--- src/rtl/core/afr_pkg.sv ---
// Shared types and constants for the adapter frame receiver.
`default_nettype none
package afr_pkg;

	localparam int unsigned QUEUE_DEPTH = 4;

	localparam logic [7:0]  START_BYTE     = 8'h02;
	localparam logic [15:0] TYPE_NORMAL    = 16'h0003;
	localparam logic [7:0]  CMD_RESPONSE   = 8'h90;
	localparam logic [7:0]  CMD_NOTIFY_REQ = 8'h11;
	localparam logic [15:0] HEADER_LEN     = 16'd7;

	localparam logic [15:0] GAP_LIMIT_RESET = 16'd100;
	localparam logic [9:0]  MAX_LEN_RESET   = 10'd256;

	localparam logic [10:0] POS_TYPE_HI = 11'd1;
	localparam logic [10:0] POS_TYPE_LO = 11'd2;
	localparam logic [10:0] POS_CMD     = 11'd3;
	localparam logic [10:0] POS_LEN_HI  = 11'd5;
	localparam logic [10:0] POS_LEN_LO  = 11'd6;

	typedef enum logic [0:0] {
		CFG_GAP_LIMIT = 1'b0,
		CFG_MAX_LEN   = 1'b1
	} cfg_index_t;

	typedef enum logic [2:0] {
		ST_WAIT     = 3'd0,
		ST_OK       = 3'd1,
		ST_NO_START = 3'd2,
		ST_BAD_LEN  = 3'd3,
		ST_BAD_SUM  = 3'd4,
		ST_READ_ERR = 3'd5
	} status_t;

	typedef enum logic [1:0] {
		KIND_OTHER    = 2'd0,
		KIND_RESPONSE = 2'd1,
		KIND_NOTIFY   = 2'd2
	} kind_t;

	typedef struct packed {
		logic [7:0]  rx_byte;
		logic [15:0] gap_ms;
		logic        read_error;
	} in_item_t;

	typedef struct packed {
		status_t     status;
		logic [10:0] byte_pos;
		logic [7:0]  data_byte;
		logic        last;
		logic        gap_reset;
		kind_t       frame_kind;
	} out_item_t;

	// classified byte as it travels through the queue
	typedef struct packed {
		logic [7:0] rx_byte;
		logic       gap_over;
		logic       read_error;
		logic       is_start;
	} cls_item_t;

endpackage
`default_nettype wire

--- src/rtl/core/adapter_frame_receiver_core.sv ---
// Top level of the adapter frame receiver: config registers, classifier, queue, frame engine.
// An accepted transaction is written into the queue, then into the frame engine's output register
// when that register is free, and is shown on out_data from there.
// Throughput: one byte per cycle; the front stalls only when the queue holds QUEUE_DEPTH
// entries, which happens only while out_ready is held low.
// Reset (arst_n low): queue empty, no result pending, frame state cleared,
// gap_limit_ms = 100, max_data_len = 256.
`default_nettype none
module adapter_frame_receiver_core #(
	parameter int unsigned QUEUE_DEPTH = afr_pkg::QUEUE_DEPTH
) (
	input  wire logic              clk,
	input  wire logic              arst_n,
	input  wire logic              in_valid,
	output logic                   in_ready,
	input  wire afr_pkg::in_item_t in_data,
	output logic                   out_valid,
	input  wire logic              out_ready,
	output afr_pkg::out_item_t     out_data,
	input  wire logic              cfg_we,
	input  wire logic [0:0]        cfg_index,
	input  wire logic [15:0]       cfg_data
);
	import afr_pkg::*;

	logic [15:0] gap_limit_q;
	logic [9:0]  max_len_q;
	logic        q_full;
	logic        q_push;
	logic        q_not_empty;
	logic        q_pop;
	cls_item_t   q_wdata;
	cls_item_t   q_rdata;

	always_ff @(posedge clk or negedge arst_n) begin
		if (!arst_n) begin
			gap_limit_q <= GAP_LIMIT_RESET;
			max_len_q   <= MAX_LEN_RESET;
		end else if (cfg_we) begin
			case (cfg_index_t'(cfg_index))
				CFG_GAP_LIMIT: gap_limit_q <= cfg_data;
				CFG_MAX_LEN:   max_len_q   <= cfg_data[9:0];
				default: ;
			endcase
		end
	end

	afr_front u_front (
		.in_valid    (in_valid),
		.in_ready    (in_ready),
		.in_data     (in_data),
		.gap_limit_q (gap_limit_q),
		.q_full      (q_full),
		.q_push      (q_push),
		.q_wdata     (q_wdata)
	);

	afr_queue #(
		.DEPTH (QUEUE_DEPTH)
	) u_queue (
		.clk       (clk),
		.arst_n    (arst_n),
		.push      (q_push),
		.wdata     (q_wdata),
		.full      (q_full),
		.not_empty (q_not_empty),
		.pop       (q_pop),
		.rdata     (q_rdata)
	);

	afr_back u_back (
		.clk         (clk),
		.arst_n      (arst_n),
		.q_not_empty (q_not_empty),
		.q_pop       (q_pop),
		.q_rdata     (q_rdata),
		.max_len_q   (max_len_q),
		.out_valid   (out_valid),
		.out_ready   (out_ready),
		.out_data    (out_data)
	);

endmodule
`default_nettype wire

--- src/rtl/core/afr_front.sv ---
// Front end: accepts received bytes and classifies them for the frame engine.
`default_nettype none
module afr_front (
	input  wire logic              in_valid,
	output logic                   in_ready,
	input  wire afr_pkg::in_item_t in_data,
	input  wire logic [15:0]       gap_limit_q,
	input  wire logic              q_full,
	output logic                   q_push,
	output afr_pkg::cls_item_t     q_wdata
);
	import afr_pkg::*;

	assign in_ready = !q_full;
	assign q_push   = in_valid && !q_full;

	always_comb begin
		q_wdata.rx_byte    = in_data.rx_byte;
		q_wdata.gap_over   = in_data.gap_ms > gap_limit_q;
		q_wdata.read_error = in_data.read_error;
		q_wdata.is_start   = in_data.rx_byte == START_BYTE;
	end

endmodule
`default_nettype wire

--- src/rtl/core/afr_queue.sv ---
// Short queue between the classifier and the frame engine.
`default_nettype none
module afr_queue #(
	parameter int unsigned DEPTH = afr_pkg::QUEUE_DEPTH
) (
	input  wire logic               clk,
	input  wire logic               arst_n,
	input  wire logic               push,
	input  wire afr_pkg::cls_item_t wdata,
	output logic                    full,
	output logic                    not_empty,
	input  wire logic               pop,
	output afr_pkg::cls_item_t      rdata
);
	import afr_pkg::*;

	localparam int unsigned PTR_W = (DEPTH > 1) ? $clog2(DEPTH) : 1;
	localparam int unsigned CNT_W = $clog2(DEPTH + 1);
	localparam logic [PTR_W-1:0] PTR_LAST = PTR_W'(DEPTH - 1);

	cls_item_t        mem_q [DEPTH];
	logic [PTR_W-1:0] wr_ptr_q;
	logic [PTR_W-1:0] rd_ptr_q;
	logic [CNT_W-1:0] count_q;

	assign full      = count_q == CNT_W'(DEPTH);
	assign not_empty = count_q != '0;
	assign rdata     = mem_q[rd_ptr_q];

	always_ff @(posedge clk) begin
		if (push) begin
			mem_q[wr_ptr_q] <= wdata;
		end
	end

	always_ff @(posedge clk or negedge arst_n) begin
		if (!arst_n) begin
			wr_ptr_q <= '0;
			rd_ptr_q <= '0;
			count_q  <= '0;
		end else begin
			if (push) begin
				wr_ptr_q <= (wr_ptr_q == PTR_LAST) ? '0 : wr_ptr_q + 1'b1;
			end
			if (pop) begin
				rd_ptr_q <= (rd_ptr_q == PTR_LAST) ? '0 : rd_ptr_q + 1'b1;
			end
			if (push && !pop) begin
				count_q <= count_q + 1'b1;
			end else if (pop && !push) begin
				count_q <= count_q - 1'b1;
			end
		end
	end

endmodule
`default_nettype wire

--- src/rtl/core/afr_back.sv ---
// Back end: frame state, checksum and length checks, registered result.
`default_nettype none
module afr_back (
	input  wire logic               clk,
	input  wire logic               arst_n,
	input  wire logic               q_not_empty,
	output logic                    q_pop,
	input  wire afr_pkg::cls_item_t q_rdata,
	input  wire logic [9:0]         max_len_q,
	output logic                    out_valid,
	input  wire logic               out_ready,
	output afr_pkg::out_item_t      out_data
);
	import afr_pkg::*;

	logic [10:0] byte_count_q;
	logic [7:0]  running_sum_q;
	logic [15:0] data_len_q;
	logic [15:0] frame_type_q;
	logic [7:0]  command_code_q;
	logic        out_valid_q;
	out_item_t   out_data_q;

	logic [10:0] pos;
	logic [10:0] count_nxt;
	logic [7:0]  sum_nxt;
	logic [7:0]  sum_add;
	logic [15:0] len_nxt;
	logic [15:0] type_nxt;
	logic [7:0]  cmd_nxt;
	logic [15:0] len_full;
	out_item_t   res;

	assign q_pop     = q_not_empty && (!out_valid_q || out_ready);
	assign out_valid = out_valid_q;
	assign out_data  = out_data_q;
	assign sum_add   = running_sum_q + q_rdata.rx_byte;
	assign len_full  = {data_len_q[15:8], q_rdata.rx_byte};

	always_comb begin
		pos       = q_rdata.gap_over ? '0 : byte_count_q;
		count_nxt = pos;
		sum_nxt   = q_rdata.gap_over ? '0 : running_sum_q;
		len_nxt   = data_len_q;
		type_nxt  = frame_type_q;
		cmd_nxt   = command_code_q;

		res.status     = ST_WAIT;
		res.byte_pos   = pos;
		res.data_byte  = q_rdata.rx_byte;
		res.last       = 1'b0;
		res.gap_reset  = q_rdata.gap_over && (byte_count_q != '0);
		res.frame_kind = KIND_OTHER;

		if (q_rdata.read_error) begin
			res.status    = ST_READ_ERR;
			res.last      = 1'b1;
			res.data_byte = '0;
			count_nxt     = '0;
			sum_nxt       = '0;
		end else if (pos == '0) begin
			sum_nxt = '0;
			if (!q_rdata.is_start) begin
				res.status = ST_NO_START;
				res.last   = 1'b1;
				count_nxt  = '0;
			end else begin
				count_nxt = 11'd1;
			end
		end else begin
			sum_nxt   = sum_add;
			count_nxt = pos + 11'd1;
			case (pos)
				POS_TYPE_HI: type_nxt = {q_rdata.rx_byte, 8'h00};
				POS_TYPE_LO: type_nxt = {frame_type_q[15:8], q_rdata.rx_byte};
				POS_CMD:     cmd_nxt  = q_rdata.rx_byte;
				POS_LEN_HI:  len_nxt  = {q_rdata.rx_byte, 8'h00};
				POS_LEN_LO: begin
					len_nxt = len_full;
					if (len_full > {6'd0, max_len_q}) begin
						res.status = ST_BAD_LEN;
						res.last   = 1'b1;
						count_nxt  = '0;
						sum_nxt    = '0;
					end
				end
				default: begin
					if ({6'd0, pos} >= {1'b0, data_len_q} + {1'b0, HEADER_LEN}) begin
						res.last  = 1'b1;
						count_nxt = '0;
						sum_nxt   = '0;
						if (sum_add == '0) begin
							res.status = ST_OK;
							if (frame_type_q == TYPE_NORMAL) begin
								if (command_code_q == CMD_RESPONSE) begin
									res.frame_kind = KIND_RESPONSE;
								end else if (command_code_q == CMD_NOTIFY_REQ) begin
									res.frame_kind = KIND_NOTIFY;
								end
							end
						end else begin
							res.status = ST_BAD_SUM;
						end
					end
				end
			endcase
		end
	end

	always_ff @(posedge clk) begin
		if (q_pop) begin
			out_data_q <= res;
		end
	end

	always_ff @(posedge clk or negedge arst_n) begin
		if (!arst_n) begin
			out_valid_q    <= 1'b0;
			byte_count_q   <= '0;
			running_sum_q  <= '0;
			data_len_q     <= '0;
			frame_type_q   <= '0;
			command_code_q <= '0;
		end else begin
			if (q_pop) begin
				out_valid_q    <= 1'b1;
				byte_count_q   <= count_nxt;
				running_sum_q  <= sum_nxt;
				data_len_q     <= len_nxt;
				frame_type_q   <= type_nxt;
				command_code_q <= cmd_nxt;
			end else if (out_ready) begin
				out_valid_q <= 1'b0;
			end
		end
	end

endmodule
`default_nettype wire

--- config.mk ---
export PLATFORM = sky130hd
export DESIGN_NAME = adapter_frame_receiver_core
export DESIGN_NICKNAME = d
export VERILOG_FILES = /design/src/rtl/core/afr_pkg.sv /design/src/rtl/core/adapter_frame_receiver_core.sv /design/src/rtl/core/afr_front.sv /design/src/rtl/core/afr_queue.sv /design/src/rtl/core/afr_back.sv
export SDC_FILE = /design/constraint.sdc
export NUM_CORES = 1
export LEC_CHECK = 0
export BUFFER_PORTS_ARGS = -buffer_cell sky130_fd_sc_hd__buf_2
export CAP_MARGIN = 20
export CORE_MARGIN = 1.5
export CORE_UTILIZATION = 36
export DETAILED_ROUTE_END_ITERATION = 8
export PLACE_DENSITY_LB_ADDON = 0.08
export SLEW_MARGIN = 30
export SYNTH_ARGS = -nofsm -noshare
export SYNTH_HDL_FRONTEND = slang
export SYNTH_HIERARCHICAL = 1
export SYNTH_SLANG_ARGS = --single-unit
export TNS_END_PERCENT = 30
--- constraint.sdc ---
create_clock -name clk -period 4.68 [get_ports clk]
set_input_delay 0.936 -clock clk [delete_from_list [all_inputs] [get_ports clk]]
set_output_delay 0.936 -clock clk [all_outputs]
set_load 0.02 [all_outputs]
==> out/results.tsv <==
metric	value	unit
drive_gt1_share	23.8	%
status	finished clean	
crit_path_top_delay_cell	dfrtp_1	
critPathArrivalTime	4.18	ns
worst_skew_pair.late_latency	0.43	ns
htreeDepth	4	
firstDrtPassIters	5	
cts_tree	done	
p_sw	2030	µW
synth_top_cell_area_share	26.7	%
finClkSkew	0.0123	ns
via_count	5484	
synth_seq_cells	163	
cts_resized	0	
synth_area	8330	µm²
ir_drop	0.000282	V
yosys.area.top_type	dfrtp_1	
antenna_found_initial	0	
drt_iter0_drc	400	
cts-root-buf	clkbuf_16	
post_cts.repair.setup_buffers	0	
min_path_type	input pin to asynchronous set/reset pin	
dieArea	24100	µm²
path_class	flip-flop to flip-flop	
p_int	3340	µW
regArea	4430	µm²
layout.nets	865	
p_per_area	560	nW/µm²
viasPerCell	5.18	
cts_buffers	17	
slowest_delay	0.70	ns
grt_usage	17.2	%
final_cells	1059	
p_clk_share	25.3	%
synthCells	678	
synth_common_cells	89 x dfrtp_1, 70 x edfxtp_1, 66 x nand2_1	
antenna_cells	0	
crit_fanout	13	
area_growth	15.0	%
tns	0	ns
synth-async-reset-ratio	57.1	%
clk_pin_slew_worst_paths	0.07	ns
setup_viol	0	
die_height	155	µm
fillerInstances	2144	
cap_violations	0	
drv_slew	0	
portBuffers	74	
required	4.85	ns
critPathTopFamily	compound AO/OA/AOI/OAI gates	
floorplan.initialDensity	36.8	%
syn-num-nets	782	
post_synth.cell_area_avg	12.3	µm²
rsz0062_at_grt	no	
core.rowCount	55	
drtAntennaViolNets	0	
ios	75	
drt_wl_total	19400	µm
cp-end-kind	flip-flop	
dp.cells	1026	
grt_pass1_vias	5726	
fin_crit_sh	85.6	%
coreArea	22600	µm²
synth_edf_count	70	
yosys_most_used_dff	dfrtp_1	
grt_overflow_total	0	
drc	0	
die_w	155	µm
crit_chain	mux4_1 -> inv_1 -> nand2_1 -> clkinv_1 -> ha_1 -> o211a_1 -> o31ai_1 -> a31oi_1 -> o32a_1 -> and3_1 -> or3_1	
cts_sinks	163	
p_seq_share	38.0	%
tightest_slew	0.626	ns
cts_max_path_buffers	2	
final.min_clock_period	4.00	ns
p_total	5360	µW
grt_pass1_wl	31300	µm
gp_congestion	0.825	
comb_power_share	36.6	%
grt_max_degree	62	
critPathBufInv	2	
yosys-top-cells-area	dfrtp_1 27%, edfxtp_1 25%, ha_1 8.3%	
final-hold-violation-count	0	
synth.most_common_cell	dfrtp_1	
critPathLaunchType	flip-flop	
hold_buffers	0	
dpl.hpwl	14000	µm
wire_per_inst	18.3	µm
seq_area_frac_synth	53.2	%
switching_share	37.8	%
fmax	250	MHz
synth_warnings	6	
synth.distinct_cells	75	
cellLeakagePower	0.00419	µW
multi_input_area	3570	µm²
max_slew_margin	58.2	%
## routing by layer
metal,vias up,GRT usage [%],wire length (µm)
met5,-,0,0
met3,13,3.57,619
met1,2714,22.6,9020
li1,2648,-,-
met4,0,4.21,208
met2,109,29.2,9500
## final timing paths
path	startpoint	to	slack (ns)	cells past startpoint
worst min register to register	u_back/frame_type_q[14]	u_back/frame_type_q[14]	0.49	2
worst min-delay path	arst_n	u_back/data_len_q[9]	0.37	1
worst max register to register	u_queue/rd_ptr_q[1]	u_back/out_data[3]	0.68	11
worst max-delay path	u_queue/rd_ptr_q[1]	u_back/out_data[3]	0.68	11
max in group asynchronous	arst_n	gap_limit_q[2]	3.58	2
min in group clk	u_back/frame_type_q[14]	u_back/frame_type_q[14]	0.49	2
## cells in the final DEF (no fill, tap or decap), drive strengths merged, types with 6 or more instances in the layout
| master | synthesis | routed |
|---|---|---|
| nor2 | 26 | 26 |
| nand2b | 6 | 6 |
| a22o | 23 | 23 |
| clkbuf | 7 | 18 |
| nand3 | 16 | 16 |
| mux4 | 11 | 11 |
| xnor2 | 11 | 11 |
| nand2 | 67 | 67 |
| nor4 | 8 | 8 |
| o21ai | 32 | 32 |
| buf | 15 | 86 |
| a21o | 7 | 7 |
| nor2b | 21 | 21 |
| inv | 45 | 53 |
| dfrtp | 89 | 89 |
| xor2 | 14 | 14 |
| nor3 | 9 | 9 |
| a21oi | 21 | 21 |
| ha | 55 | 55 |
| edfxtp | 70 | 70 |
| and2 | 7 | 7 |
| mux2 | 36 | 36 |
| nand4 | 11 | 11 |
## power groups by stage
stage                     combinational, µW  sequential [µW]  clock, µW
final                                  1970             2040       1360
after global routing                   2190             2080       1460
after CTS                              1990             2040       1400
after detailed placement               1980             2070          0
after global placement                 1940             2060          0
after floorplan                        1240             2140          0
## state kept, by name (all words and copies together) (netlist names)
register	count
u_back/out_valid	1
u_back/byte_count_q	11
u_back/command_code_q	8
u_queue/rd_ptr_q	2
u_queue/count_q	3
u_queue/mem_q	44
gap_limit_q	16
u_queue/wr_ptr_q	2
u_back/frame_type_q	16
max_len_q	10
u_back/out_data	26
u_back/running_sum_q	8
u_back/data_len_q	16
## worst register-to-register path, stage by stage (launching register included)
cell	delay (ns)
dfrtp_1	0.70
mux4_1	0.60
inv_1	0.24
nand2_1	0.19
clkinv_1	0.24
ha_1	0.37
o211a_1	0.20
o31ai_1	0.06
a31oi_1	0.11
o32a_1	0.44
and3_1	0.23
or3_1	0.35
## through the flow
| step | hold WS (ns) | util [%] | setup WS [ns] | cell area [µm²] |
|---|---|---|---|---|
| after floorplan | 0.449 | - | 1.25 | 8330 |
| after global placement | 0.464 | 39.7 | 0.771 | 8980 |
| after detailed placement | 0.474 | 39.7 | 0.653 | 8980 |
| after CTS | 0.491 | 42.2 | 0.640 | 9550 |
| after global routing | 0.361 | 42.3 | 0.337 | 9580 |
| final | 0.368 | 42.3 | 0.676 | 9580 |
## logic make-up (layout without fill, tap and decap cells)
family,Yosys count,after routing,synth area share [%]
flip-flops,163,163,53.2
XOR/XNOR,25,25,2.63
multiplexers,50,50,8.79
AND/OR/NAND/NOR,200,200,12.9
adder cells (fa/ha/maj),57,57,8.74
buffers and inverters,68,164,3.97
AO/OA/AOI/OAI,115,115,9.75
## layout make-up
class / instances / share of cell area, %
Timing Repair Buffer: 86 / 5.04
Multi-Input combinational cell: 447 / 37.2
Clock inverter: 14 / 1.45
Inverter: 46 / 1.80
Clock buffer: 18 / 4.48
Sequential cell: 163 / 46.3
Tap cell: 285 / 3.72
Note: power is estimated with default switching activity, not from simulation.
